`config.mk`:
```
export PLATFORM = sky130hd
export DESIGN_NAME = work_stealing_task_dispatcher_unit_flat
export DESIGN_NICKNAME = d
export VERILOG_FILES = /design/src/rtl/wsd_pkg.sv /design/src/rtl/wsd_if.sv /design/src/rtl/wsd_ram.sv /design/src/rtl/work_stealing_task_dispatcher_unit.sv /design/src/flat_wrapper.sv
export SDC_FILE = /design/constraint.sdc
export NUM_CORES = 2
export LEC_CHECK = 0
export BUFFER_PORTS_ARGS = -buffer_cell sky130_fd_sc_hd__buf_2
export CAP_MARGIN = 5
export CORE_UTILIZATION = 37
export CTS_CLUSTER_SIZE = 40
export DETAILED_ROUTE_END_ITERATION = 10
export GPL_ROUTABILITY_DRIVEN = 0
export PLACE_DENSITY_LB_ADDON = 0.08
export REMOVE_ABC_BUFFERS = 1
export SYNTH_ARGS = -nofsm -noshare
export SYNTH_HDL_FRONTEND = slang
export SYNTH_SLANG_ARGS = --single-unit
```
`constraint.sdc`:
```
create_clock -name clk -period 4.7 [get_ports clk]
set_input_delay 0.47 -clock clk [delete_from_list [all_inputs] [get_ports clk]]
set_output_delay 0.47 -clock clk [all_outputs]
set_load 0.01 [all_outputs]
```
`src/rtl/wsd_pkg.sv`:
```
// shared types and constants of the work stealing task dispatcher
// no dependencies; imported by the interfaces, the top level and the checker
package wsd_pkg;

  localparam int NUM_WORKERS_DEF = 4;
  localparam int QUEUE_DEPTH_DEF = 16;
  localparam int ID_W            = 16;
  localparam int ENTRY_W         = ID_W + 1;
  localparam int CFG_AW          = 3;

  localparam logic [2:0] WC_RESET = 3'd4;

  // operation codes of an input word
  localparam logic OP_SCHED = 1'b0;
  localparam logic OP_FETCH = 1'b1;

  // register indexes (paddr[2])
  localparam logic REG_CALLER_MODE  = 1'b0;
  localparam logic REG_WORKER_COUNT = 1'b1;

  typedef enum logic [2:0] {
    ST_ENQ    = 3'd0,
    ST_FULL   = 3'd1,
    ST_OWN    = 3'd2,
    ST_STOLEN = 3'd3,
    ST_NONE   = 3'd4
  } status_t;

endpackage

```
`src/rtl/wsd_if.sv`:
```
// valid/ready channel interfaces for input and result words
// depends on wsd_pkg
interface wsd_in_if;
  logic                      valid;
  logic                      ready;
  logic                      op;
  logic [wsd_pkg::ID_W-1:0]  new_task_id;
  logic                      pinned;
  logic [1:0]                pinned_worker;
  logic                      is_worker;
  logic [1:0]                worker_sel;
  logic                      caller_running;

  modport source (output valid, op, new_task_id, pinned, pinned_worker, is_worker,
                  worker_sel, caller_running, input ready);
  modport sink   (input valid, op, new_task_id, pinned, pinned_worker, is_worker,
                  worker_sel, caller_running, output ready);
endinterface

interface wsd_out_if;
  logic                      valid;
  logic                      ready;
  logic [2:0]                status;
  logic [wsd_pkg::ID_W-1:0]  got_task_id;
  logic                      task_pinned;
  logic [1:0]                queue_worker;

  modport source (output valid, status, got_task_id, task_pinned, queue_worker,
                  input ready);
  modport sink   (input valid, status, got_task_id, task_pinned, queue_worker,
                  output ready);
endinterface

```
`src/rtl/wsd_ram.sv`:
```
// generic single write port, single read port ram with registered read
// no dependencies
module wsd_ram #(
  parameter int WIDTH = 17,
  parameter int DEPTH = 64
) (
  input  logic                     clk,
  input  logic                     we,
  input  logic [$clog2(DEPTH)-1:0] waddr,
  input  logic [WIDTH-1:0]         wdata,
  input  logic [$clog2(DEPTH)-1:0] raddr,
  output logic [WIDTH-1:0]         rdata
);

  logic [WIDTH-1:0] mem_r [DEPTH];

  // write port and registered read port
  always_ff @(posedge clk) begin
    if (we) begin
      mem_r[waddr] <= wdata;
    end
    rdata <= mem_r[raddr];
  end

endmodule

```
`src/rtl/work_stealing_task_dispatcher_unit.sv`:
```
// Work stealing task dispatcher. One word in on in_ch, one result word out on
// out_ch, both valid/ready. Registers caller mode (addr 0) and worker_count
// (addr 4) on the APB port; pready is always high, write them while idle.
// A schedule word picks a worker (pin, own, else round robin) and pushes the
// task to that worker's local or remote ring. A fetch word drains the remote
// ring into the local one, pops the local front, or else steals the newest
// unpinned entry from another worker, scanning in index order.
// All queue storage sits in two rams driven by one small sequencer, one ram
// access a step; in_ch.ready is high only while the sequencer is idle.
// Each word is dispatched, then enqueued, or drained and popped, or stolen by a
// victim scan and a shift that closes the gap behind the stolen entry; a fetch
// by an out-of-range worker goes straight to the result.
// The result sits in an output register; the next word is taken while it
// waits, and a finished result waits in the last step until out_ch is free.
// Reset (synchronous, rst_n low) empties every queue, clears the round robin
// cursor and restores caller mode 0, worker_count 4; the rams need no clearing.
// depends on wsd_pkg, wsd_if, wsd_ram
module work_stealing_task_dispatcher_unit #(
  parameter int NUM_WORKERS = wsd_pkg::NUM_WORKERS_DEF,
  parameter int QUEUE_DEPTH = wsd_pkg::QUEUE_DEPTH_DEF
) (
  input  logic                       clk,
  input  logic                       rst_n,
  wsd_in_if.sink                     in_ch,
  wsd_out_if.source                  out_ch,
  input  logic                       psel,
  input  logic                       penable,
  input  logic                       pwrite,
  input  logic [wsd_pkg::CFG_AW-1:0] paddr,
  input  logic [31:0]                pwdata,
  output logic [31:0]                prdata,
  output logic                       pready
);
  import wsd_pkg::*;

  localparam int WW  = $clog2(NUM_WORKERS);
  localparam int CW  = $clog2(NUM_WORKERS + 1);
  localparam int XW  = CW + 2;
  localparam int PW  = $clog2(QUEUE_DEPTH);
  localparam int FW  = $clog2(QUEUE_DEPTH + 1);
  localparam int SW  = FW + 1;
  localparam int RD  = NUM_WORKERS * QUEUE_DEPTH;
  localparam int AW  = $clog2(RD);

  typedef enum logic [11:0] {
    S_IDLE    = 12'b000000000001,
    S_DISP    = 12'b000000000010,
    S_ENQ     = 12'b000000000100,
    S_DRAIN   = 12'b000000001000,
    S_DR_WR   = 12'b000000010000,
    S_POP     = 12'b000000100000,
    S_SC_VIC  = 12'b000001000000,
    S_SC_RD   = 12'b000010000000,
    S_SC_EVAL = 12'b000100000000,
    S_SH_RD   = 12'b001000000000,
    S_SH_WR   = 12'b010000000000,
    S_DONE    = 12'b100000000000
  } state_t;

  function automatic logic [AW-1:0] addr_of(logic [WW-1:0] w, logic [PW-1:0] s);
    return AW'(int'(w) * QUEUE_DEPTH + int'(s));
  endfunction

  // slot k behind head, wrapped once
  function automatic logic [PW-1:0] ring(logic [PW-1:0] h, logic [FW-1:0] k);
    logic [SW-1:0] s;
    s = SW'(h) + SW'(k);
    if (s >= SW'(QUEUE_DEPTH)) begin
      s = s - SW'(QUEUE_DEPTH);
    end
    return s[PW-1:0];
  endfunction

  function automatic logic [PW-1:0] inc_ptr(logic [PW-1:0] h);
    return (h == PW'(QUEUE_DEPTH - 1)) ? '0 : h + 1'b1;
  endfunction

  state_t             state_r;
  logic               caller_mode_r;
  logic [2:0]         wcount_r;
  logic               op_r, pin_r, isw_r, crun_r;
  logic [ID_W-1:0]    id_r;
  logic [1:0]         pw_r, wi_r;
  logic [CW-1:0]      cw_r;
  logic               to_local_r;
  logic [FW-1:0]      k_r;
  logic [PW-1:0]      lhead_r [NUM_WORKERS];
  logic [FW-1:0]      lfill_r [NUM_WORKERS];
  logic [PW-1:0]      rhead_r [NUM_WORKERS];
  logic [FW-1:0]      rfill_r [NUM_WORKERS];
  logic [31:0]        cursor_r;
  logic [WW-1:0]      rem_r [NUM_WORKERS];
  status_t            res_status_r;
  logic [ID_W-1:0]    res_id_r;
  logic               res_pin_r;
  logic [1:0]         res_qw_r;
  logic               out_valid_r;
  logic [2:0]         out_status_r;
  logic [ID_W-1:0]    out_id_r;
  logic               out_pin_r;
  logic [1:0]         out_qw_r;

  logic [CW-1:0]      n_eff;
  logic [XW-1:0]      n_x;
  logic [WW-1:0]      cur;
  logic [PW-1:0]      cur_lhead, cur_rhead;
  logic [FW-1:0]      cur_lfill, cur_rfill;
  logic               wi_ok, pin_ok, own, use_rr;
  logic [WW-1:0]      rem_n, rem_n1, rr_w, pick_w;

  logic               l_we, r_we;
  logic [AW-1:0]      l_waddr, r_waddr, l_raddr, r_raddr;
  logic [ENTRY_W-1:0] l_wdata, r_wdata, l_rdata, r_rdata;

  // effective worker count
  always_comb begin
    if (wcount_r == 3'd0) begin
      n_eff = CW'(1);
    end else if (int'(wcount_r) > NUM_WORKERS) begin
      n_eff = CW'(NUM_WORKERS);
    end else begin
      n_eff = CW'(wcount_r);
    end
  end
  assign n_x = XW'(n_eff);

  assign cur       = cw_r[WW-1:0];
  assign cur_lhead = lhead_r[cur];
  assign cur_rhead = rhead_r[cur];
  assign cur_lfill = lfill_r[cur];
  assign cur_rfill = rfill_r[cur];

  // cursor residues for moduli n and n-1
  always_comb begin
    rem_n  = '0;
    rem_n1 = '0;
    for (int i = 0; i < NUM_WORKERS; i++) begin
      if (CW'(i + 1) == n_eff) rem_n = rem_r[i];
      if (CW'(i + 2) == n_eff) rem_n1 = rem_r[i];
    end
  end

  // worker selection for a schedule word
  always_comb begin
    wi_ok  = XW'(wi_r) < n_x;
    pin_ok = pin_r && (XW'(pw_r) < n_x);
    own    = isw_r && wi_ok;
    use_rr = !pin_ok && !own;
    if (caller_mode_r && (n_eff > CW'(1)) && !crun_r) begin
      rr_w = rem_n1 + 1'b1;
    end else begin
      rr_w = rem_n;
    end
    if (pin_ok) begin
      pick_w = WW'(pw_r);
    end else if (own) begin
      pick_w = WW'(wi_r);
    end else begin
      pick_w = rr_w;
    end
  end

  // ram ports
  assign l_raddr = addr_of(cur, ring(cur_lhead, k_r));
  assign r_raddr = addr_of(cur, cur_rhead);
  assign r_waddr = addr_of(cur, ring(cur_rhead, cur_rfill));
  assign r_wdata = {pin_r, id_r};

  always_comb begin
    l_we    = 1'b0;
    r_we    = 1'b0;
    l_waddr = addr_of(cur, ring(cur_lhead, cur_lfill));
    l_wdata = {pin_r, id_r};
    case (state_r)
      S_ENQ: begin
        if (to_local_r) begin
          l_we = cur_lfill < FW'(QUEUE_DEPTH);
        end else begin
          r_we = cur_rfill < FW'(QUEUE_DEPTH);
        end
      end
      S_DR_WR: begin
        l_we    = 1'b1;
        l_wdata = r_rdata;
      end
      S_SH_WR: begin
        l_we    = 1'b1;
        l_waddr = addr_of(cur, ring(cur_lhead, k_r - 1'b1));
        l_wdata = l_rdata;
      end
      default: begin
        l_we = 1'b0;
      end
    endcase
  end

  wsd_ram #(.WIDTH(ENTRY_W), .DEPTH(RD)) u_local_ram (
    .clk(clk), .we(l_we), .waddr(l_waddr), .wdata(l_wdata),
    .raddr(l_raddr), .rdata(l_rdata)
  );

  wsd_ram #(.WIDTH(ENTRY_W), .DEPTH(RD)) u_remote_ram (
    .clk(clk), .we(r_we), .waddr(r_waddr), .wdata(r_wdata),
    .raddr(r_raddr), .rdata(r_rdata)
  );

  // sequencer, queue pointers and config registers
  always_ff @(posedge clk) begin
    if (!rst_n) begin
      state_r       <= S_IDLE;
      caller_mode_r <= 1'b0;
      wcount_r      <= WC_RESET;
      cursor_r      <= '0;
      out_valid_r   <= 1'b0;
      for (int i = 0; i < NUM_WORKERS; i++) begin
        lhead_r[i] <= '0;
        lfill_r[i] <= '0;
        rhead_r[i] <= '0;
        rfill_r[i] <= '0;
        rem_r[i]   <= '0;
      end
    end else begin
      if (psel && penable && pwrite) begin
        case (paddr[2])
          REG_CALLER_MODE:  caller_mode_r <= pwdata[0];
          REG_WORKER_COUNT: wcount_r      <= pwdata[2:0];
          default:          caller_mode_r <= caller_mode_r;
        endcase
      end

      // a taken word leaves the output register unless a new one replaces it
      if (out_valid_r && out_ch.ready && state_r != S_DONE) begin
        out_valid_r <= 1'b0;
      end

      case (state_r)
        S_IDLE: begin
          if (in_ch.valid) begin
            op_r    <= in_ch.op;
            id_r    <= in_ch.new_task_id;
            pin_r   <= in_ch.pinned;
            pw_r    <= in_ch.pinned_worker;
            isw_r   <= in_ch.is_worker;
            wi_r    <= in_ch.worker_sel;
            crun_r  <= in_ch.caller_running;
            state_r <= S_DISP;
          end
        end
        S_DISP: begin
          k_r       <= '0;
          res_id_r  <= '0;
          res_pin_r <= 1'b0;
          if (op_r == OP_SCHED) begin
            cw_r       <= CW'(pick_w);
            to_local_r <= own && (pick_w == WW'(wi_r));
            res_qw_r   <= 2'(pick_w);
            state_r    <= S_ENQ;
            // advance the shared cursor and its residues
            if (use_rr) begin
              cursor_r <= cursor_r + 1'b1;
              for (int i = 0; i < NUM_WORKERS; i++) begin
                if (cursor_r == '1 || rem_r[i] == WW'(i)) begin
                  rem_r[i] <= '0;
                end else begin
                  rem_r[i] <= rem_r[i] + 1'b1;
                end
              end
            end
          end else if (!wi_ok) begin
            res_qw_r     <= '0;
            res_status_r <= ST_NONE;
            state_r      <= S_DONE;
          end else begin
            res_qw_r     <= '0;
            res_status_r <= ST_NONE;
            cw_r         <= CW'(wi_r);
            state_r      <= S_DRAIN;
          end
        end
        S_ENQ: begin
          if (to_local_r) begin
            if (cur_lfill < FW'(QUEUE_DEPTH)) begin
              lfill_r[cur] <= cur_lfill + 1'b1;
              res_status_r <= ST_ENQ;
            end else begin
              res_status_r <= ST_FULL;
            end
          end else begin
            if (cur_rfill < FW'(QUEUE_DEPTH)) begin
              rfill_r[cur] <= cur_rfill + 1'b1;
              res_status_r <= ST_ENQ;
            end else begin
              res_status_r <= ST_FULL;
            end
          end
          state_r <= S_DONE;
        end
        S_DRAIN: begin
          if (cur_rfill != '0 && cur_lfill < FW'(QUEUE_DEPTH)) begin
            state_r <= S_DR_WR;
          end else if (cur_lfill != '0) begin
            state_r <= S_POP;
          end else begin
            cw_r    <= '0;
            state_r <= S_SC_VIC;
          end
        end
        S_DR_WR: begin
          lfill_r[cur] <= cur_lfill + 1'b1;
          rfill_r[cur] <= cur_rfill - 1'b1;
          rhead_r[cur] <= inc_ptr(cur_rhead);
          state_r      <= S_DRAIN;
        end
        S_POP: begin
          res_status_r <= ST_OWN;
          res_id_r     <= l_rdata[ID_W-1:0];
          res_pin_r    <= l_rdata[ID_W];
          res_qw_r     <= 2'(cur);
          lhead_r[cur] <= inc_ptr(cur_lhead);
          lfill_r[cur] <= cur_lfill - 1'b1;
          state_r      <= S_DONE;
        end
        // pick the next victim queue
        S_SC_VIC: begin
          if (XW'(cw_r) >= n_x) begin
            state_r <= S_DONE;
          end else if (XW'(cw_r) == XW'(wi_r) || cur_lfill == '0) begin
            cw_r <= cw_r + 1'b1;
          end else begin
            k_r     <= cur_lfill - 1'b1;
            state_r <= S_SC_RD;
          end
        end
        S_SC_RD: begin
          state_r <= S_SC_EVAL;
        end
        S_SC_EVAL: begin
          if (l_rdata[ID_W]) begin
            if (k_r == '0) begin
              cw_r    <= cw_r + 1'b1;
              state_r <= S_SC_VIC;
            end else begin
              k_r     <= k_r - 1'b1;
              state_r <= S_SC_RD;
            end
          end else begin
            res_status_r <= ST_STOLEN;
            res_id_r     <= l_rdata[ID_W-1:0];
            res_qw_r     <= 2'(cur);
            k_r          <= k_r + 1'b1;
            state_r      <= S_SH_RD;
          end
        end
        // close the gap behind the stolen entry
        S_SH_RD: begin
          if (k_r < cur_lfill) begin
            state_r <= S_SH_WR;
          end else begin
            lfill_r[cur] <= cur_lfill - 1'b1;
            state_r      <= S_DONE;
          end
        end
        S_SH_WR: begin
          k_r     <= k_r + 1'b1;
          state_r <= S_SH_RD;
        end
        S_DONE: begin
          if (!out_valid_r || out_ch.ready) begin
            out_valid_r  <= 1'b1;
            out_status_r <= res_status_r;
            out_id_r     <= res_id_r;
            out_pin_r    <= res_pin_r;
            out_qw_r     <= res_qw_r;
            state_r      <= S_IDLE;
          end
        end
        default: begin
          state_r <= S_IDLE;
        end
      endcase
    end
  end

  // register read back
  always_comb begin
    case (paddr[2])
      REG_CALLER_MODE:  prdata = {31'd0, caller_mode_r};
      REG_WORKER_COUNT: prdata = {29'd0, wcount_r};
      default:          prdata = '0;
    endcase
  end

  assign pready              = 1'b1;
  assign in_ch.ready         = (state_r == S_IDLE);
  assign out_ch.valid        = out_valid_r;
  assign out_ch.status       = out_status_r;
  assign out_ch.got_task_id  = out_id_r;
  assign out_ch.task_pinned  = out_pin_r;
  assign out_ch.queue_worker = out_qw_r;

endmodule

```
`src/flat_wrapper.sv`:
```
// flat-port wrapper written by rule: the top's interface ports become plain ports
module work_stealing_task_dispatcher_unit_flat import wsd_pkg::*;
#(
  parameter int NUM_WORKERS = wsd_pkg::NUM_WORKERS_DEF,
  parameter int QUEUE_DEPTH = wsd_pkg::QUEUE_DEPTH_DEF
)
  (clk, rst_n, psel, penable, pwrite, paddr, pwdata, prdata, pready, in_ch_valid, in_ch_op, in_ch_new_task_id, in_ch_pinned, in_ch_pinned_worker, in_ch_is_worker, in_ch_worker_sel, in_ch_caller_running, in_ch_ready, out_ch_valid, out_ch_status, out_ch_got_task_id, out_ch_task_pinned, out_ch_queue_worker, out_ch_ready);
  wsd_in_if in_ch_i ();
  wsd_out_if out_ch_i ();
  input  logic clk;
  input  logic rst_n;
  input  logic psel;
  input  logic penable;
  input  logic pwrite;
  input  logic [wsd_pkg::CFG_AW-1:0] paddr;
  input  logic [31:0] pwdata;
  output logic [31:0] prdata;
  output logic pready;
  input wire logic [$bits(in_ch_i.valid)-1:0] in_ch_valid;
  input wire logic [$bits(in_ch_i.op)-1:0] in_ch_op;
  input wire logic [$bits(in_ch_i.new_task_id)-1:0] in_ch_new_task_id;
  input wire logic [$bits(in_ch_i.pinned)-1:0] in_ch_pinned;
  input wire logic [$bits(in_ch_i.pinned_worker)-1:0] in_ch_pinned_worker;
  input wire logic [$bits(in_ch_i.is_worker)-1:0] in_ch_is_worker;
  input wire logic [$bits(in_ch_i.worker_sel)-1:0] in_ch_worker_sel;
  input wire logic [$bits(in_ch_i.caller_running)-1:0] in_ch_caller_running;
  output wire logic [$bits(in_ch_i.ready)-1:0] in_ch_ready;
  output wire logic [$bits(out_ch_i.valid)-1:0] out_ch_valid;
  output wire logic [$bits(out_ch_i.status)-1:0] out_ch_status;
  output wire logic [$bits(out_ch_i.got_task_id)-1:0] out_ch_got_task_id;
  output wire logic [$bits(out_ch_i.task_pinned)-1:0] out_ch_task_pinned;
  output wire logic [$bits(out_ch_i.queue_worker)-1:0] out_ch_queue_worker;
  input wire logic [$bits(out_ch_i.ready)-1:0] out_ch_ready;
  assign in_ch_i.valid = in_ch_valid;
  assign in_ch_i.op = in_ch_op;
  assign in_ch_i.new_task_id = in_ch_new_task_id;
  assign in_ch_i.pinned = in_ch_pinned;
  assign in_ch_i.pinned_worker = in_ch_pinned_worker;
  assign in_ch_i.is_worker = in_ch_is_worker;
  assign in_ch_i.worker_sel = in_ch_worker_sel;
  assign in_ch_i.caller_running = in_ch_caller_running;
  assign in_ch_ready = in_ch_i.ready;
  assign out_ch_valid = out_ch_i.valid;
  assign out_ch_status = out_ch_i.status;
  assign out_ch_got_task_id = out_ch_i.got_task_id;
  assign out_ch_task_pinned = out_ch_i.task_pinned;
  assign out_ch_queue_worker = out_ch_i.queue_worker;
  assign out_ch_i.ready = out_ch_ready;
  work_stealing_task_dispatcher_unit #(.NUM_WORKERS(NUM_WORKERS), .QUEUE_DEPTH(QUEUE_DEPTH)) u_core (.clk(clk), .rst_n(rst_n), .in_ch(in_ch_i), .out_ch(out_ch_i), .psel(psel), .penable(penable), .pwrite(pwrite), .paddr(paddr), .pwdata(pwdata), .prdata(prdata), .pready(pready));
endmodule
```
---- After elaboration in Yosys (flattened, before gate mapping) ----
Memories as Yosys holds them, arrays and structs flattened. A register that Yosys moved wholly into a read port is not among the register bits.
Index checks and enable logic that the tools add are counted.
cells by class
  $add $sub $neg .......................... 28
  multipliers ............................. 0
  divide/modulo/power cells ............... 0
  $lt $le $gt $ge ......................... 12
  equal/unequal tests ..................... 40
  shift operators ......................... 0
  muxes and demuxes ....................... 169
  bitwise gates (word level) .............. 14
  reduce and logical (&&, ||, !) cells .... 50
operators by type and width
  cell                                                   count
  one-hot mux 12 bit (11 select lines)                   1
  2-to-1 mux 12 bit                                      8
  2-to-1 mux 1 bit                                       85
  one-hot mux 32 bit (2 select lines)                    1
  2-to-1 mux 2 bit                                       29
  2-to-1 mux 5 bit                                       10
  one-hot mux 16 bit (3 select lines)                    1
  2-to-1 mux 3 bit                                       13
  2-to-1 mux 4 bit                                       9
  one-hot mux 17 bit (2 select lines)                    1
  adder 32 x 1 -> 32 bit (second input constant)         1
  equality test 32 bit (second input constant)           1
  adder 6 x 4 -> 6 bit                                   5
  adder 4 x 5 -> 6 bit                                   4
  >= comparator 6 x 5 -> 1 bit (second input constant)   4
  one-hot mux 3 bit (4 select lines)                     2
  one-hot mux 5 bit (4 select lines)                     1
  AND reduction 3 bit                                    6
  2-to-1 mux 16 bit                                      1
  subtractor 4 x 1 -> 4 bit (second input constant)      4
  adder 5 x 1 -> 5 bit (second input constant)           3
  subtractor 5 x 1 -> 5 bit (second input constant)      3
  != test 2 bit (second input constant)                  7
  equality test 12 x 1 -> 1 bit (second input constant)  1
  57 further kinds                                       112
storage, ports and cells
  register bits after elaboration ......... 126
  latch bits .............................. 0
  bits in writable memories ............... 2256
  memory bits (read-only) ................. 0
  bits of input ports ..................... 66
  output and inout port bits .............. 57
  word-level logic and storage cells ...... 343
  memories ................................ 7
memories
  memory                     depth  bits a word  read ports  clocked after memory_dff  write ports  RTL line                                  RTL
  u_core.u_local_ram.mem_r   64     17           1           1                         1            wsd_ram.sv:15                             logic [WIDTH-1:0] mem_r [DEPTH];
  u_core.u_remote_ram.mem_r  64     17           1           1                         1            wsd_ram.sv:15
  u_core.lfill_r             4      5            1           1                         4            work_stealing_task_dispatcher_unit.sv:88  logic [FW-1:0] lfill_r [NUM_WORKERS];
  u_core.rfill_r             4      5            1           1                         4            work_stealing_task_dispatcher_unit.sv:90  logic [FW-1:0] rfill_r [NUM_WORKERS];
  u_core.lhead_r             4      4            1           1                         4            work_stealing_task_dispatcher_unit.sv:87  logic [PW-1:0] lhead_r [NUM_WORKERS];
  u_core.rhead_r             4      4            1           1                         4            work_stealing_task_dispatcher_unit.sv:89  logic [PW-1:0] rhead_r [NUM_WORKERS];
  1 more memories            -      -            -           -                         -            -

---- Longest topological paths before layout ----
  depth in word-level cells ............... 15
  depth in mapped cells ................... 18
  gate-level depth less buffers ........... 12

---- Modules after synthesis ----
A second synthesis with hierarchy kept.
second synthesis, totals
  cell total of the unflattened synthesis .. 4864
  area, all modules ....................... 95495.3 sq um
modules (own cells, without submodules)
  module                              times used  cells an instance  area an instance (sq um)  seq. area each (sq um)
  wsd_ram at u_core.u_remote_ram      1           1953               42344.4                   33011.7
  wsd_ram at u_core.u_local_ram       1           1875               42117.9                   33011.7
  work_stealing_task_dispatcher_unit  1           1036               11033.1                   5735.5

---- Worst setup path before layout ----
No wires, ideal clock.
  kind .................................... register -> register
  start ................................... register with a tool-made name
  end ..................................... memory u_core.u_remote_ram.mem_r[4][0] (enable)
  library setup time ...................... 391 ps
  arrival time ............................ 4111 ps
  required time ........................... 4309 ps
  setup slack ............................. 199 ps
  stages on the path, launching flop included .. 17
  path buffers ............................ 8
  period minus slack after synthesis ...... 4501 ps
  cells stage by stage .................... dfxtp_1 buf_2 mux2_2 buf_6 clkinv_2 buf_8 buf_6 buf_6 buf_4 buf_2 buf_2 ha_1 inv_1 fa_1 xnor2_1 nand3_1 nor2_1
RTL lines
  what           RTL line
  end, declared  wsd_ram.sv:15

==> flow_metrics.env <==
export IMPL_regArea_sq_um=71800
export IMPL_tightest_slew_ns=1.01
export IMPL_cts_tree="done"
export IMPL_cp_start_kind="register"
export IMPL_async_flop_share_pct=0
export IMPL_drive_gt1_share_pct=19.8
export IMPL_dpl_cell_area_sq_um=103000
export IMPL_synth_seq_cells=2418
export IMPL_cp_required_ns=5.29
export IMPL_grt_ovfl_total=0
export IMPL_p_per_area_nw_per_um2=430
export IMPL_die_y_microns=511
export IMPL_avgSynthCellArea_sq_um=16.7
export IMPL_grt_pass1_wl_microns=388000
export IMPL_vias=51800
export IMPL_min_period_ns=4.36
export IMPL_drc=0
export IMPL_first_pass_iters=5
export IMPL_slew_violations=0
export IMPL_clkLatencyLatePin_ns=0.93
export IMPL_clockBufferDepth=4
export IMPL_clk_pin_slew_ns=0.06
export IMPL_fin_total_pwr_mw=48.2
export IMPL_synth_top_area_share_pct=73.2
export IMPL_rsz0062_at_grt="false"
export IMPL_cts_sinks=2418
export IMPL_fin_cells=9726
export IMPL_initial_core_util_pct=37.2
export IMPL_clockRootBuffer="clkbuf_16"
export IMPL_finalInstanceArea_sq_um=112000
export IMPL_setup_viol=0
export IMPL_p_leak_nw=36.8
export IMPL_area_growth_syn_to_layout_pct=17.0
export IMPL_num_fill_cells=22800
export IMPL_synthCells=5718
export IMPL_postRouteAntennaNets=1
export IMPL_clock_skew_ns=0.0856
export IMPL_ios=123
export IMPL_gr_usage_met3_pct=2.61
export IMPL_grt_max_degree=154
export IMPL_yosys_top_cells_area="edfxtp_1 73%, mux4_2 8.4%, nand2_1 3.6%"
export IMPL_place_hpwl_microns=162000
export IMPL_cts_made_buffers=291
export IMPL_rows=186
export IMPL_antenna_found_initial=8
export IMPL_status="complete, but fails checks"
export IMPL_grt_usage_pct=20.7
export IMPL_finalCritPeriodShare_pct=92.8
export IMPL_grt_busiest_layer="met2"
export IMPL_met2_usage_pct=36.0
export IMPL_crit_type="reg2reg"
export IMPL_cap_viol_max_count=0
export IMPL_multi_input_comb_area_sq_um=22600
export IMPL_endpoint_kind="register"
export IMPL_hold_violations=0
export IMPL_htree_levels=5
export IMPL_synth_seq_area_share_pct=74.9
export IMPL_cts_setup_buffers=0
export IMPL_yosys_most_used_dff="edfxtp_1"
export IMPL_core_sq_um=257000
export IMPL_dieWidth_microns=511
export IMPL_synth_top_area_cell="edfxtp_1"
export IMPL_netlist_area_sq_um=95800
export IMPL_crit_fanout=17
export IMPL_first_global_vias=51900
export IMPL_via_per_inst=5.32
export IMPL_violations="antenna rules"
export IMPL_dp_cells=9181
export IMPL_synth_edf_count=2333
export IMPL_slew_limit_headroom_pct=32.2
export IMPL_io_buffers=61
export IMPL_crit_arrival_ns=4.95
export IMPL_hp_class="in2reg"
export IMPL_ys_warn_count=0
export IMPL_wire_per_inst_microns=28.0
export IMPL_ys_types=72
export IMPL_hold_ws_ns=0.0815
export IMPL_fmax_mhz=229
export IMPL_dr_first_iter_drc_count=4267
export IMPL_grt_util_met1_pct=26.9
export IMPL_final_nets=6231
export IMPL_peakVddDrop_mv=0.383
export IMPL_wl_microns=272000
export IMPL_dieArea_sq_um=261000
[cell usage after synthesis, drive strengths merged (36+ instances only)]
cell,instances
mux4,356
a31oi,121
o21ai,43
buf,138
clkbuf,203
nor3,47
nand2,928
a22oi,51
a21oi,63
inv,45
nand4,39
a221oi,36
edfxtp,2333
a211oi,92
nand3,296
ha,38
mux2i,133
nor2b,79
dfxtp,85
and3,47
nor2,256
[layer usage]
layer / wire (microns) / share of wire (%)
met1: 115000 / 42
met2: 139000 / 51
met3: 10300 / 3.8
met4: 7840 / 2.9
met5: 0 / 0
[sequential cells by signal (all words and copies together) (netlist names), 2 cells and up, named ones only]
| signal | cells |
|---|---|
| u_core.cursor_r | 32 |
| u_core.wi_r | 2 |
| u_core.out_ch.queue_worker | 2 |
| u_core.res_status_r | 3 |
| u_core.wcount_r | 3 |
| u_core.out_ch.status | 3 |
| u_core.k_r | 5 |
| u_core.u_local_ram.rdata | 17 |
| u_core.u_remote_ram.mem_r | 1088 |
| u_core.out_ch.got_task_id | 16 |
| u_core.u_local_ram.mem_r | 1088 |
| u_core.lfill_r | 20 |
| u_core.res_qw_r | 2 |
| u_core.id_r | 16 |
| u_core.pw_r | 2 |
| u_core.rem_r | 8 |
| u_core.res_id_r | 16 |
| u_core.u_remote_ram.rdata | 17 |
| u_core.rfill_r | 20 |
| u_core.cw_r | 3 |
| u_core.lhead_r | 16 |
| u_core.rhead_r | 16 |
| u_core.state_r | 12 |
[layout make-up]
type	instances	share of cell area (%)
multi-input combinational	2940	20.2
timing repair buffer	425	3.77
antenna	12	0.0268
clock buffer	366	6.95
sequential	2418	64.1
clock inverter	134	1.05
inverter	47	0.176
tap	3384	3.78
[critical path: stages (launching register included)]
cell and delay [ns]:
dfxtp_1 0.50, buf_4 0.40, mux4_2 0.65, ha_1 0.31, a21o_1 0.18, a21oi_1 0.22
xnor2_1 0.26, xor2_2 0.54, nand2_1 0.46, nor2_2 0.19, buf_4 0.33
[stage by stage]
stage,TNS (ns),setup slack (ns),utilization (%)
CTS,0,0.263,43.5
finish,0,0.337,43.6
detailed placement,-2.57,-0.0527,39.9
floorplan,-,-10.00,-
global route,0,0.0302,43.5
global placement,-5.77,-0.0513,39.9
[where the power goes]
group	leakage, nW	internal (mW)	total, mW	switching [mW]
Combinational	10.7	1.12	3.05	1.93
Sequential	21.7	23.7	23.8	0.113
Clock	4.36	12.7	21.4	8.63
Total	36.8	37.5	48.2	10.7
[layout by cell type, fill, tap and decap left out, types with 51 or more instances in the layout]
cell type	netlist	layout
clkbuf_16	0	300
nor2_2	0	70
nand2_1	928	911
nand3_1	296	296
nor2_1	256	183
a31oi_1	121	121
a22oi_1	51	51
buf_12	0	88
buf_2	51	61
clkbuf_1	202	63
edfxtp_1	2333	2333
a211oi_1	76	76
a21oi_1	63	62
dfxtp_1	85	85
clkinv_1	1	64
mux4_2	356	356
nor2b_1	78	77
buf_4	51	243
mux2i_1	133	133
[timing repair]
action,4_1_cts,5_1_grt
hold endpoints to repair,31,0
resized for setup,2,0
hold buffers,33,0
setup endpoints to repair,107,0
[worst paths after layout]
path | from | to | slack (ns) | cells after the start
max reg2reg | register | u_core.u_remote_ram.mem_r[10][16] | 0.34 | 10
min | pwrite | u_core.wcount_r[1] | 0.08 | 4
max | register | u_core.u_remote_ram.mem_r[10][16] | 0.34 | 10
min reg2reg | u_core.res_id_r[12] | u_core.out_ch.got_task_id[12] | 0.42 | 0
[cells by family (layout without fill, tap and decap cells)]
logic type | count (synthesis) | count (layout) | synth area share [%]
flip-flops | 2418 | 2418 | 74.9
AND/OR/NAND/NOR | 1792 | 1792 | 8.26
AO/OA/AOI/OAI | 520 | 520 | 3.90
multiplexers | 497 | 497 | 9.86
buffers and inverters | 388 | 972 | 1.92
XOR/XNOR | 59 | 59 | 0.540
adder cells (fa/ha/maj) | 42 | 42 | 0.580
other | 2 | 42 | 0.00784
Power figures use the tool's default switching activity.
